[src/sabm_pkg.sv]
// Shared types, register codes and arithmetic helpers for the blend pipeline.
// No dependencies; used by sabm_div and straight_alpha_blend_modes.
`default_nettype none

package sabm_pkg;

  typedef enum logic [1:0] {
    MODE_NONE     = 2'd0,
    MODE_SCREEN   = 2'd1,
    MODE_MULTIPLY = 2'd2
  } op_mode_e;

  typedef enum logic {
    REG_MODE    = 1'b0,
    REG_OPACITY = 1'b1
  } cfg_reg_e;

  localparam logic [8:0] OPACITY_FULL = 9'd256;

  // Index 0 red, 1 green, 2 blue, 3 alpha.
  typedef logic [3:0][7:0] pix_t;

  typedef struct packed {
    logic [7:0] rem;
    logic [7:0] low;
    logic [7:0] quo;
    logic [7:0] den;
    logic       sat;
  } div_st_t;

  // Exact floor(p / 255) for any p up to 255 * 255.
  function automatic logic [7:0] div255(input logic [15:0] p);
    logic [16:0] t;
    t = {1'b0, p} + {9'd0, p[15:8]} + 17'd1;
    return t[15:8];
  endfunction

  function automatic div_st_t div_init(input logic [15:0] num, input logic [7:0] den);
    div_st_t r;
    r.rem = num[15:8];
    r.low = num[7:0];
    r.quo = 8'd0;
    r.den = den;
    r.sat = (num[15:8] >= den);
    return r;
  endfunction

  // Two restoring division steps.
  function automatic div_st_t div_step(input div_st_t st);
    div_st_t    r;
    logic [8:0] part;
    r = st;
    for (int i = 0; i < 2; i++) begin
      part  = {r.rem, r.low[7]};
      r.low = {r.low[6:0], 1'b0};
      if (part >= {1'b0, r.den}) begin
        r.rem = 8'(part - {1'b0, r.den});
        r.quo = {r.quo[6:0], 1'b1};
      end else begin
        r.rem = part[7:0];
        r.quo = {r.quo[6:0], 1'b0};
      end
    end
    return r;
  endfunction

endpackage

`default_nettype wire

[src/sabm_div.sv]
// Four-stage pipelined 16-by-8 bit divider with a quotient saturated to 255.
// Depends on sabm_pkg for the step state and step functions.
`default_nettype none

module sabm_div (
  input  wire logic        clk_i,
  input  wire logic        en_i,
  input  wire logic [15:0] num_i,
  input  wire logic [7:0]  den_i,
  output logic      [7:0]  quo_o
);

  sabm_pkg::div_st_t st_q [4];
  sabm_pkg::div_st_t st_d [4];

  always_comb begin
    st_d[0] = sabm_pkg::div_step(sabm_pkg::div_init(num_i, den_i));
    for (int k = 1; k < 4; k++) begin
      st_d[k] = sabm_pkg::div_step(st_q[k-1]);
    end
  end

  always_ff @(posedge clk_i) begin
    if (en_i) begin
      for (int k = 0; k < 4; k++) begin
        st_q[k] <= st_d[k];
      end
    end
  end

  assign quo_o = st_q[3].sat ? 8'hFF : st_q[3].quo;

endmodule

`default_nettype wire

[config.mk]
export PLATFORM = sky130hd
export DESIGN_NAME = sabm_div
export DESIGN_NICKNAME = d
export VERILOG_FILES = /design/src/sabm_pkg.sv /design/src/sabm_div.sv
export SDC_FILE = /design/constraint.sdc
export NUM_CORES = 1
export LEC_CHECK = 0
export ABC_AREA = 1
export BUFFER_PORTS_ARGS = -buffer_cell sky130_fd_sc_hd__buf_2
export CAP_MARGIN = 20
export CORE_MARGIN = 4
export CORE_UTILIZATION = 45
export DETAILED_ROUTE_END_ITERATION = 8
export GPL_TIMING_DRIVEN = 0
export PLACE_DENSITY = 0.67
export SLEW_MARGIN = 20
export SYNTH_ARGS = -nofsm -noshare
export SYNTH_HDL_FRONTEND = slang
export SYNTH_SLANG_ARGS = --single-unit
export TNS_END_PERCENT = 1
[constraint.sdc]
create_clock -name clk_i -period 9.8 [get_ports clk_i]
set_clock_uncertainty 0.15 [all_clocks]
set_input_delay 1.47 -clock clk_i [delete_from_list [all_inputs] [get_ports clk_i]]
set_output_delay 1.47 -clock clk_i [all_outputs]
set_load 0.01 [all_outputs]
# Word-level counts from Yosys, hierarchy flattened
# Memory sizes are Yosys's and may differ from the RTL's.
# Index checks and enable logic that the tools add are counted.
# totals
regBits	0
n_memories	1
mem_bits_rw	124
# op_classes
n_mux	19
n_lt_le_gt_ge	9
add_sub_neg	8
# memory_table
memory	words	word_bits	rd	rd_clocked_by_memory_dff	wr	line	source
st_q	4	31	4	0	4	sabm_div.sv:13	sabm_pkg::div_st_t st_q [4];
# ops
operator	count
greater-or-equal comparator 9 x 8 -> 1 bit	8
two-way mux 8 bit	9
subtractor 8 bit	8
two-way mux 1 bit	10
greater-or-equal comparator 8 bit	1

# Logic depth before layout (Yosys ltp)
# Gate-level depths: netlist of run 1.
# An unclocked memory read counts as a cell.
# logic_depth
word_depth	5
depth_mapped	21
depth_no_buf	21

# Least setup slack after synthesis of run 1
# No wires, ideal clock.
# synth_timing
kind	input -> register
start	input den_i[3]
end	memory st_q[0][23] (netlist bit) (data pin)
slack_ps	5647
path_stages	18
path_buffers	0
t_arrival_ps	3749
path_cell_list	inv_1 > ha_1 > nand2_1 > inv_1 > nand2_1 > nand3_2 > a21oi_4 > nand2_1 > o21ai_1 > ha_1 > nand3_1 > nand2_1 > nand4_1 > nand2_1 > nand2_1 > nand4_4 > nand2_1 > nand2_1
# synth_lines
element	line	source
start, declared	sabm_div.sv:9	input wire logic [7:0] den_i,
end, declared	sabm_div.sv:13	

==> impl_metrics.csv, run 1 <==
group,metric,value,unit
synth,synth_ff_type,"edfxtp_1",
synth,yosysTopAreaCellShare,38.8,%
sta,grt_setup_unrepaired,"no",
pwr,power_leakage,3.45,nW
route,detail_route.drc_violations,0,
sta,setup_violations,0,
floorplanning,die_x,128,um
clock_network,cts_buffers,9,
clock_network,holdBufCountCts,0,
setup_path,cp_cell_sequence,"buf_2 > inv_1 > ha_1 > nand2_1 > inv_1 > nand2_1 > nand3_2 > a21oi_4 > nand2_1 > o21ai_1 > ha_1 > a21oi_1 > o21a_1 > nand2_1 > nand2_1 > nand4_4 > nand2_1 > nand2_1",
clock_network,cts.repair.resized,0,
placed_design,place_ws,4.93,ns
setup_path,critical_path.slowest_cell,"a21oi_4",
clock_network,htreeDepth,3,
clock_network,tritoncts,"built",
sta,worstMarginPinSlew,0.491,ns
flow_run,max-cap-violations,0,
global_route,grt_pass1_wl,22300,um
global_route,grt_pass1_vias,4659,
floorplanning,io_pins,34,
synth,synth_cell_types,42,
pwr,p_per_area,312,mW/mm^2
setup_path,crit_arrival,4.49,ns
synth,synth_largest_area_cell,"edfxtp_1",
synth,synth_most_common_cell,"nand2_1",
synth,synth_edf_count,84,
layout,largest_reg_flops,84,
synth,async_flop_share,0,%
setup_path,critPathCaptureType,"flop",
placed_design,dpl.hpwl,10400,um
floorplanning,dieArea,0.0164,mm^2
sta,max_freq,220,MHz
synth,synth_common_cells,"nand2_1 (226), inv_1 (102), edfxtp_1 (84)",
route,drt_iter0_drc,283,
setup_path,path_common_cell,"nand2_1",
sta,period_share,46.4,%
global_route,antenna_found_initial,0,
run_status,status,"finished, final reports clean",
sta,setup_tns,0,ns
clock_network,path_clk_slew,0.07,ns
synth,synthCells,763,
route,post_drt_wl_per_cell,13.0,um
floorplanning,die_h,128,um
clock_network,root_buffer,"clkbuf_16",
global_route,grt_max_degree,50,
floorplanning,floorplan.initialDensity,46.4,%
sta,slew_headroom,67.3,%
synth,ys_ff_latch,84,
route,routed_wl,12900,um
synth,ys_seq_area_share,38.8,%
setup_path,criticalPathCategory,"input pin to flop",
setup_path,cp_max_fo,10,
setup_path,max_stage_delay,0.33,ns
clock_network,clockBufferDepth,2,
setup_path,critPathLaunchType,"input pin",
floorplanning,rows,43,
synth,synth_area_leaders,"edfxtp_1 (39%), ha_1 (14%), nand2_1 (13%)",
sta,hold_viol,0,
placed_design,routabilityCongestion,0.887,
placed_design,dpl_cell_area,0.00691,mm^2
sta,min_period,4.55,ns
sta,fin_ws,5.25,ns
route,dr.pass1.iters,5,
synth,synth_area,0.00650,mm^2
route,vias_per_cell,5.07,
route,num_vias,5031,
layout,antenna_cells,0,
route,ant_nets,0,
global_route,overflow,0,
synth,yosysWarnings,0,
global_route,grt_use_total,17.0,%
layout,regMostFlops,"st_q",
layout,fin_nets,913,
placed_design,placed_cells,977,
clock_network,cts_sinks,84,
layout,area_delta_synth_final,11.3,%
pwr,ir_worst_vdd,157,uV
layout,drive_gt1_share,13.4,%
placed_design,io_buffers,33,
synth,synth.avg_cell_area,8.51,um^2
floorplanning,core_area,0.0140,mm^2
setup_path,required,9.74,ns
clock_network,insertion_delay,0.35,ns
synth,synth_nets,868,
hold_path,hold_class,"flop to flop",
layout,top_regs,"st_q: 84 flops",
layout,finalInstanceArea,0.00723,mm^2
clock_network,post_cts_buffers,0,
sta,finalMaxSlewViolations,0,
layout,stdcell_count,993,
==> routing by layer <==
layer  global-route usage (%)  vias to the layer above  part of all wire (%)
met2                     27.4                       96                    47
met1                     23.5                     2281                    48
met3                     3.29                       12                   4.0
met5                        0                        -                     0
met4                     4.49                        0                   1.2
li1                         -                     2642                     -
==> path summary, 6_finish.rpt <==
kind,slack (ns),from,cells past startpoint,to
setup reg to reg,6.12,st_q[0][3]$_DFFE_PP_,19,st_q[1][23]$_DFFE_PP_
setup / recovery,5.25,den_i[4],18,st_q[0][23]$_DFFE_PP_
hold reg to reg,0.27,st_q[0][10]$_DFFE_PP_,0,st_q[1][12]$_DFFE_PP_
hold / removal,0.27,st_q[0][10]$_DFFE_PP_,0,st_q[1][12]$_DFFE_PP_
==> per-stage QoR <==
step | power (mW) | hold WS [ns] | util (%)
3_5_place_dp | 1.90 | 0.255 | 49.4
5_1_grt | 2.50 | 0.271 | 51.7
2_1_floorplan | 1.63 | 0.250 | -
6_report | 2.25 | 0.270 | 51.7
4_1_cts | 2.27 | 0.268 | 51.7
3_3_place_gp | 1.88 | 0.253 | 49.2
==> final cells by class <==
cell class / instances / area, um^2
tap: 180 / 225
timing repair buffer: 34 / 188
clock inverter: 7 / 95.1
fill: 1350 / 6760
clock buffer: 9 / 225
inverter: 109 / 414
sequential: 84 / 2520
buffer: 2 / 18.8
multi-input combinational: 568 / 3540
==> cell families (layout without fill, tap and decap cells) <==
group	Yosys count	after routing	synth area share [%]
AO/OA/AOI/OAI	69	69	6.26
XOR/XNOR	32	32	4.31
buffers and inverters	111	161	6.66
AND/OR/NAND/NOR	388	388	27.9
adder cells (fa/ha/maj)	79	79	16.0
flip-flops	84	84	38.8
==> critical path, delay by kind of cell <==
kind            cells  cell delay [ns]
fa+ha+maj           2             0.63
compound gates      4             0.82
simple gates        9             1.27
buf+inv             3             0.30
==> placed cells by master, fill, tap and decap left out, drive strengths merged, types with 3 or more instances in the layout <==
cell    synthesis  routed
inv           107     110
nand4          17      17
nand3          61      61
ha             72      72
xnor2          13      13
buf             2      36
fa              7       7
clkbuf          0       9
a31oi           4       4
edfxtp         84      84
nand2         243     243
nand3b          5       5
nor2           45      45
a21oi          43      43
clkinv          2       3
o21ai          14      14
or2            12      12
xor2           19      19
nor3            5       5
==> where the power goes <==
group | switching (mW) | leakage [nW] | internal, mW | total, mW
clock | 0.155 | 0.150 | 0.205 | 0.360
sequential | 0.0437 | 0.819 | 0.535 | 0.578
combinational | 0.813 | 2.48 | 0.503 | 1.32
total | 1.01 | 3.45 | 1.24 | 2.25
(Power assumes the default switching activity.)
==> inputs of run 2 (changes only) <==
Settings changed: PLACE_DENSITY 0.67 to 0.69.
Clock period 9.8 ns to 4.05 ns, I/O delays scaled along.
==> run 2 against run 1 <==
  * Die area unchanged
  * Power up 140%
  * Via count down 2.2%
  * Count of clock-buffer cells in the layout unchanged
  * Flip-flop and latch count unchanged
  * Design area down 0.16%
  * Cell count unchanged
  * Critical path depth up 1
  * Sequential share of layout area up 0.054 points
  * Non-clock buffer count unchanged
  * Routed wire length down 2.5%
  * Global-route usage down 0.68 points
  * Largest cell class unchanged
==> impl_metrics.csv, run 2 (same netlist as run 1, synthesis figures left out) <==
group,metric,value,unit
clock_network,insertion_delay,0.34,ns
layout,stdcell_count,993,
sta,setup_tns,0,ns
pwr,total_power,5.39,mW
layout,antenna_cells,0,
global_route,busiest_layer,"met2",
setup_path,r2r_slack,0.34,ns
pwr,ir_worst_vdd,288,uV
global_route,met3_usage,3.00,%
placed_design,placed_cells,977,
layout,final_cell_mix,"nand2_1 (226), inv_1 (102), edfxtp_1 (84)",
sta,grt_setup_unrepaired,"no",
route,routed_wl,12600,um
route,ant_nets,0,
layout,top_regs,"st_q: 84 flops",
floorplanning,die_h,128,um
setup_path,crit_arrival,3.65,ns
sta,max_freq,270,MHz
layout,area_delta_synth_final,11.1,%
clock_network,cts_buffers,9,
layout,largest_reg_flops,84,
floorplanning,io_pins,34,
hold_path,hold_class,"flop to flop",
flow_run,max-cap-violations,0,
floorplanning,dieArea,0.0164,mm^2
sta,hold_viol,0,
setup_path,critPathCaptureType,"flop",
layout,ff_latch_area,0.00252,mm^2
layout,fill_cells,1346,
floorplanning,floorplan.initialDensity,46.4,%
pwr,power_leakage,3.46,nW
clock_network,cts.repair.resized,0,
clock_network,htreeDepth,3,
setup_path,critPathLaunchType,"flop",
setup_path,cp_max_fo,10,
sta,worstMarginPinSlew,0.418,ns
run_status,status,"finished, final reports clean",
route,detail_route.drc_violations,0,
route,drt_iter0_drc,263,
setup_path,reg2regPathDepth,19,
global_route,grt_max_degree,55,
global_route,grt_use_total,16.3,%
placed_design,io_buffers,33,
layout,regMostFlops,"st_q",
global_route,globalRouteMet2Util,26.0,%
clock_network,post_cts_buffers,0,
global_route,overflow,0,
route,post_drt_wl_per_cell,12.7,um
route,num_vias,4921,
hold_path,min_path_cells,0,
setup_path,criticalPathCategory,"flop to flop",
clock_network,root_buffer,"clkbuf_16",
layout,multi_input_area,0.00354,mm^2
floorplanning,rows,43,
setup_path,required,4.00,ns
clock_network,clockBufferDepth,2,
layout,drive_gt1_share,13.4,%
clock_network,tritoncts,"built",
clock_network,path_clk_slew,0.07,ns
sta,setup_violations,0,
global_route,antenna_found_initial,0,
route,dr.pass1.iters,5,
pwr,p_per_area,747,mW/mm^2
floorplanning,core_area,0.0140,mm^2
clock_network,holdBufCountCts,0,
global_route,grt_pass1_vias,4672,
sta,finalMaxSlewViolations,0,
sta,min_period,3.71,ns
sta,slew_headroom,72.1,%
sta,period_share,91.5,%
clock_network,cts_sinks,84,
layout,layout_commonest_cell,"nand2_1",
global_route,use_met1,22.7,%
floorplanning,die_x,128,um
placed_design,dpl.hpwl,10300,um
global_route,grt_pass1_wl,21700,um
route,vias_per_cell,4.96,
layout,fin_nets,913,
placed_design,routabilityCongestion,0.875,
[run 2: cell count changes in the layout (fill, tap and decap cells not counted), sizes merged]
cell,change
clkinvlp,-2
inv,+2
bufinv,-1
clkinv,+1
[run 2: per-layer routing]
| layer | routed length (um) | share of wire (%) |
|---|---|---|
| met5 | 0 | 0 |
| met4 | 195 | 1.5 |
| met3 | 395 | 3.1 |
| met2 | 5740 | 46 |
| met1 | 6260 | 50 |
[run 2: worst max-delay path, stage by stage (launching register included)]
cell and delay [ns]:
edfxtp_1 0.44, inv_1 0.21, ha_1 0.29, nand2_1 0.12, nor2_1 0.06, nand3_1 0.06, nand2_1 0.09, a21oi_2 0.19
buf_6 0.18, nand2_1 0.06, o21ai_1 0.18, ha_1 0.31, nand3_1 0.08, nand2_1 0.10, nand2_1 0.08, o211ai_1 0.12
nand2_2 0.20, nand4_2 0.30, nand2_1 0.14, nand2_1 0.08
[run 2: worst paths after layout]
path,from,to
worst max register to register,st_q[0][2]$_DFFE_PP_,st_q[1][25]$_DFFE_PP_
worst max-delay path,st_q[0][2]$_DFFE_PP_,st_q[1][25]$_DFFE_PP_
worst min register to register,st_q[1][20]$_DFFE_PP_,st_q[2][22]$_DFFE_PP_
worst min-delay path,st_q[1][20]$_DFFE_PP_,st_q[2][22]$_DFFE_PP_
[run 2: through the flow]
stage          utilization, %  cell area (um^2)  hold WS, ns  setup slack, ns
2_1_floorplan               -              6500        0.250            0.760
3_3_place_gp             49.2              6890        0.253           0.0961
3_5_place_dp             49.4              6920        0.255           0.0715
6_report                 51.6              7220        0.269            0.343
4_1_cts                  51.6              7220        0.271            0.332
5_1_grt                  51.6              7220        0.271           0.0133
[run 2: layout make-up]
| class | count | share of cell area (%) |
|---|---|---|
| inverters | 109 | 5.74 |
| well taps | 180 | 3.12 |
| flip-flops and latches | 84 | 34.9 |
| plain buffers | 2 | 0.260 |
| clock buffers | 9 | 3.12 |
| repair buffers | 34 | 2.70 |
| multi-input cells | 568 | 49.1 |
| clock inverters | 7 | 1.06 |
[run 2: report_power, final]
part	internal (mW)	total [mW]	leakage, nW	switching (mW)
Clock	0.439	0.809	0.149	0.371
Sequential	1.29	1.40	0.819	0.105
Combinational	1.22	3.18	2.49	1.96
Total	2.95	5.39	3.46	2.44
==> inputs of run 3 (changes only) <==
Settings changed: CORE_UTILIZATION 45 to 57, PLACE_DENSITY 0.69 to 0.83, SLEW_MARGIN 20 to not set.
==> run 3 against run 2 <==
  * Core utilization rose by 14 points
  * Clock power up 1%
  * Flip-flop and latch count stayed put
  * Die area is 20% lower
  * Register-to-register slack about the same
  * Critical path depth is the same
  * Sequential power is essentially flat
  * Sequential share of layout area grew 0.24 points
  * Routed wire length increased by 8.8%
==> impl_metrics.csv, run 3 (same netlist as run 1, synthesis figures left out) <==
group,metric,value,unit
pwr,clkPwrFrac,14.8,%
sta,worstMarginPinSlew,0.385,ns
setup_path,critical_path.slowest_cell,"edfxtp_1",
flow_run,max-cap-violations,0,
sta,finalMaxSlewViolations,0,
setup_path,cp_cell_sequence,"inv_1 > ha_1 > nand2_1 > nor2_1 > nand2_1 > nand3_2 > a21oi_2 > buf_6 > nand2_1 > o21ai_1 > ha_1 > nand3_1 > nand2_1 > nand2_1 > o211ai_1 > nand2_2 > nand4_2 > nand2_1 > nand2_1",
floorplanning,floorplan.initialDensity,59.1,%
clock_network,cts.repair.resized,0,
layout,final_util,65.3,%
sta,hold_viol,0,
placed_design,dpl.hpwl,11200,um
placed_design,dpl_cell_area,0.00687,mm^2
clock_network,cts_sinks,84,
floorplanning,rows,38,
setup_path,cp_max_fo,10,
clock_network,holdBufCountCts,0,
run_status,status,"finished, final reports clean",
sta,min_period,3.69,ns
route,routed_wl,13700,um
layout,antenna_cells,0,
setup_path,critPathLaunchType,"flop",
clock_network,post_cts_buffers,0,
setup_path,criticalPathCategory,"flop to flop",
pwr,p_per_area,770,mW/mm^2
setup_path,cp.buffers_inverters,2,
sta,timing.hold.ws,0.271,ns
setup_path,max_stage_delay,0.43,ns
setup_path,path_common_cell,"nand2_1",
pwr,power_leakage,3.45,nW
route,drt_iter0_drc,272,
pwr,seq_power_share,25.4,%
global_route,overflow,0,
route,vias_per_cell,5.53,
clock_network,insertion_delay,0.35,ns
layout,finalInstanceArea,0.00717,mm^2
route,num_vias,5269,
clock_network,tritoncts,"built",
global_route,grt_pass1_vias,5252,
layout,final_cell_mix,"nand2_1 (226), inv_1 (102), edfxtp_1 (84)",
placed_design,place_ws,0.0856,ns
floorplanning,io_pins,34,
placed_design,routabilityCongestion,0.922,
global_route,grt_pass1_wl,23100,um
route,post_drt_wl_per_cell,14.4,um
pwr,ir_worst_vdd,429,uV
pwr,total_power,5.52,mW
clock_network,root_buffer,"clkbuf_16",
clock_network,clockBufferDepth,2,
global_route,grt_max_degree,60,
pwr,switchingPower,2.56,mW
placed_design,io_buffers,33,
floorplanning,die_h,115,um
route,dr.pass1.iters,5,
placed_design,placed_cells,937,
pwr,swShare,46.4,%
setup_path,critPathCaptureType,"flop",
sta,max_freq,271,MHz
clock_network,path_clk_slew,0.07,ns
pwr,intPower,2.96,mW
sta,period_share,91.2,%
sta,slew_headroom,74.3,%
route,detail_route.drc_violations,0,
hold_path,hold_class,"flop to flop",
floorplanning,core_area,0.0110,mm^2
layout,area_delta_synth_final,10.3,%
setup_path,cp_top_family,"simple AND/OR/NAND/NOR gates",
layout,top_regs,"st_q: 84 flops",
floorplanning,dieArea,0.0132,mm^2
layout,fin_nets,913,
layout,layout_commonest_cell,"nand2_1",
setup_path,required,4.00,ns
clock_network,cts_buffers,9,
layout,stdcell_count,953,
layout,largest_reg_flops,84,
sta,fin_ws,0.356,ns
clock_network,htreeDepth,3,
sta,setup_tns,0,ns
layout,drive_gt1_share,13.4,%
global_route,grt_use_total,22.0,%
layout,fill_cells,893,
sta,grt_setup_unrepaired,"no",
sta,setup_violations,0,
layout,regMostFlops,"st_q",
global_route,antenna_found_initial,0,
pwr,combPwrFrac,59.8,%
setup_path,crit_arrival,3.65,ns
route,ant_nets,0,
floorplanning,die_x,115,um
## run 3: final timing paths
check                        startpoint                     to  slack, ns  depth (start not counted)
setup reg to reg   st_q[0][2]$_DFFE_PP_  st_q[1][23]$_DFFE_PP_       0.36                         19
setup / recovery   st_q[0][2]$_DFFE_PP_  st_q[1][23]$_DFFE_PP_       0.36                         19
hold reg to reg   st_q[0][20]$_DFFE_PP_  st_q[1][22]$_DFFE_PP_       0.27                          0
hold / removal    st_q[0][20]$_DFFE_PP_  st_q[1][22]$_DFFE_PP_       0.27                          0
## run 3: power by group through the flow
stage | registers (mW) | clock network, mW | logic, mW
2_1_floorplan | 1.38 | 0 | 2.57
3_3_place_gp | 1.41 | 0 | 3.10
3_5_place_dp | 1.42 | 0 | 3.25
4_1_cts | 1.40 | 0.828 | 3.27
5_1_grt | 1.42 | 0.870 | 3.74
6_report | 1.40 | 0.818 | 3.30
## run 3: metal layers
layer / up-vias / track usage, % / routed length, um
met2: 144 / 38.7 / 6890
met4: 0 / 11.8 / 577
met3: 46 / 3.63 / 565
li1: 2645 / - / -
met1: 2434 / 25.6 / 5670
met5: - / 0 / 0
## run 3: area by class of cell
type | instances | area (um^2) | area share, %
Buffer | 2 | 18.8 | 0.262
Clock buffer | 9 | 225 | 3.14
Clock inverter | 7 | 76.3 | 1.06
Inverter | 109 | 414 | 5.78
Multi-Input combinational cell | 568 | 3540 | 49.4
Sequential cell | 84 | 2520 | 35.2
Tap cell | 140 | 175 | 2.44
Timing Repair Buffer | 34 | 195 | 2.72
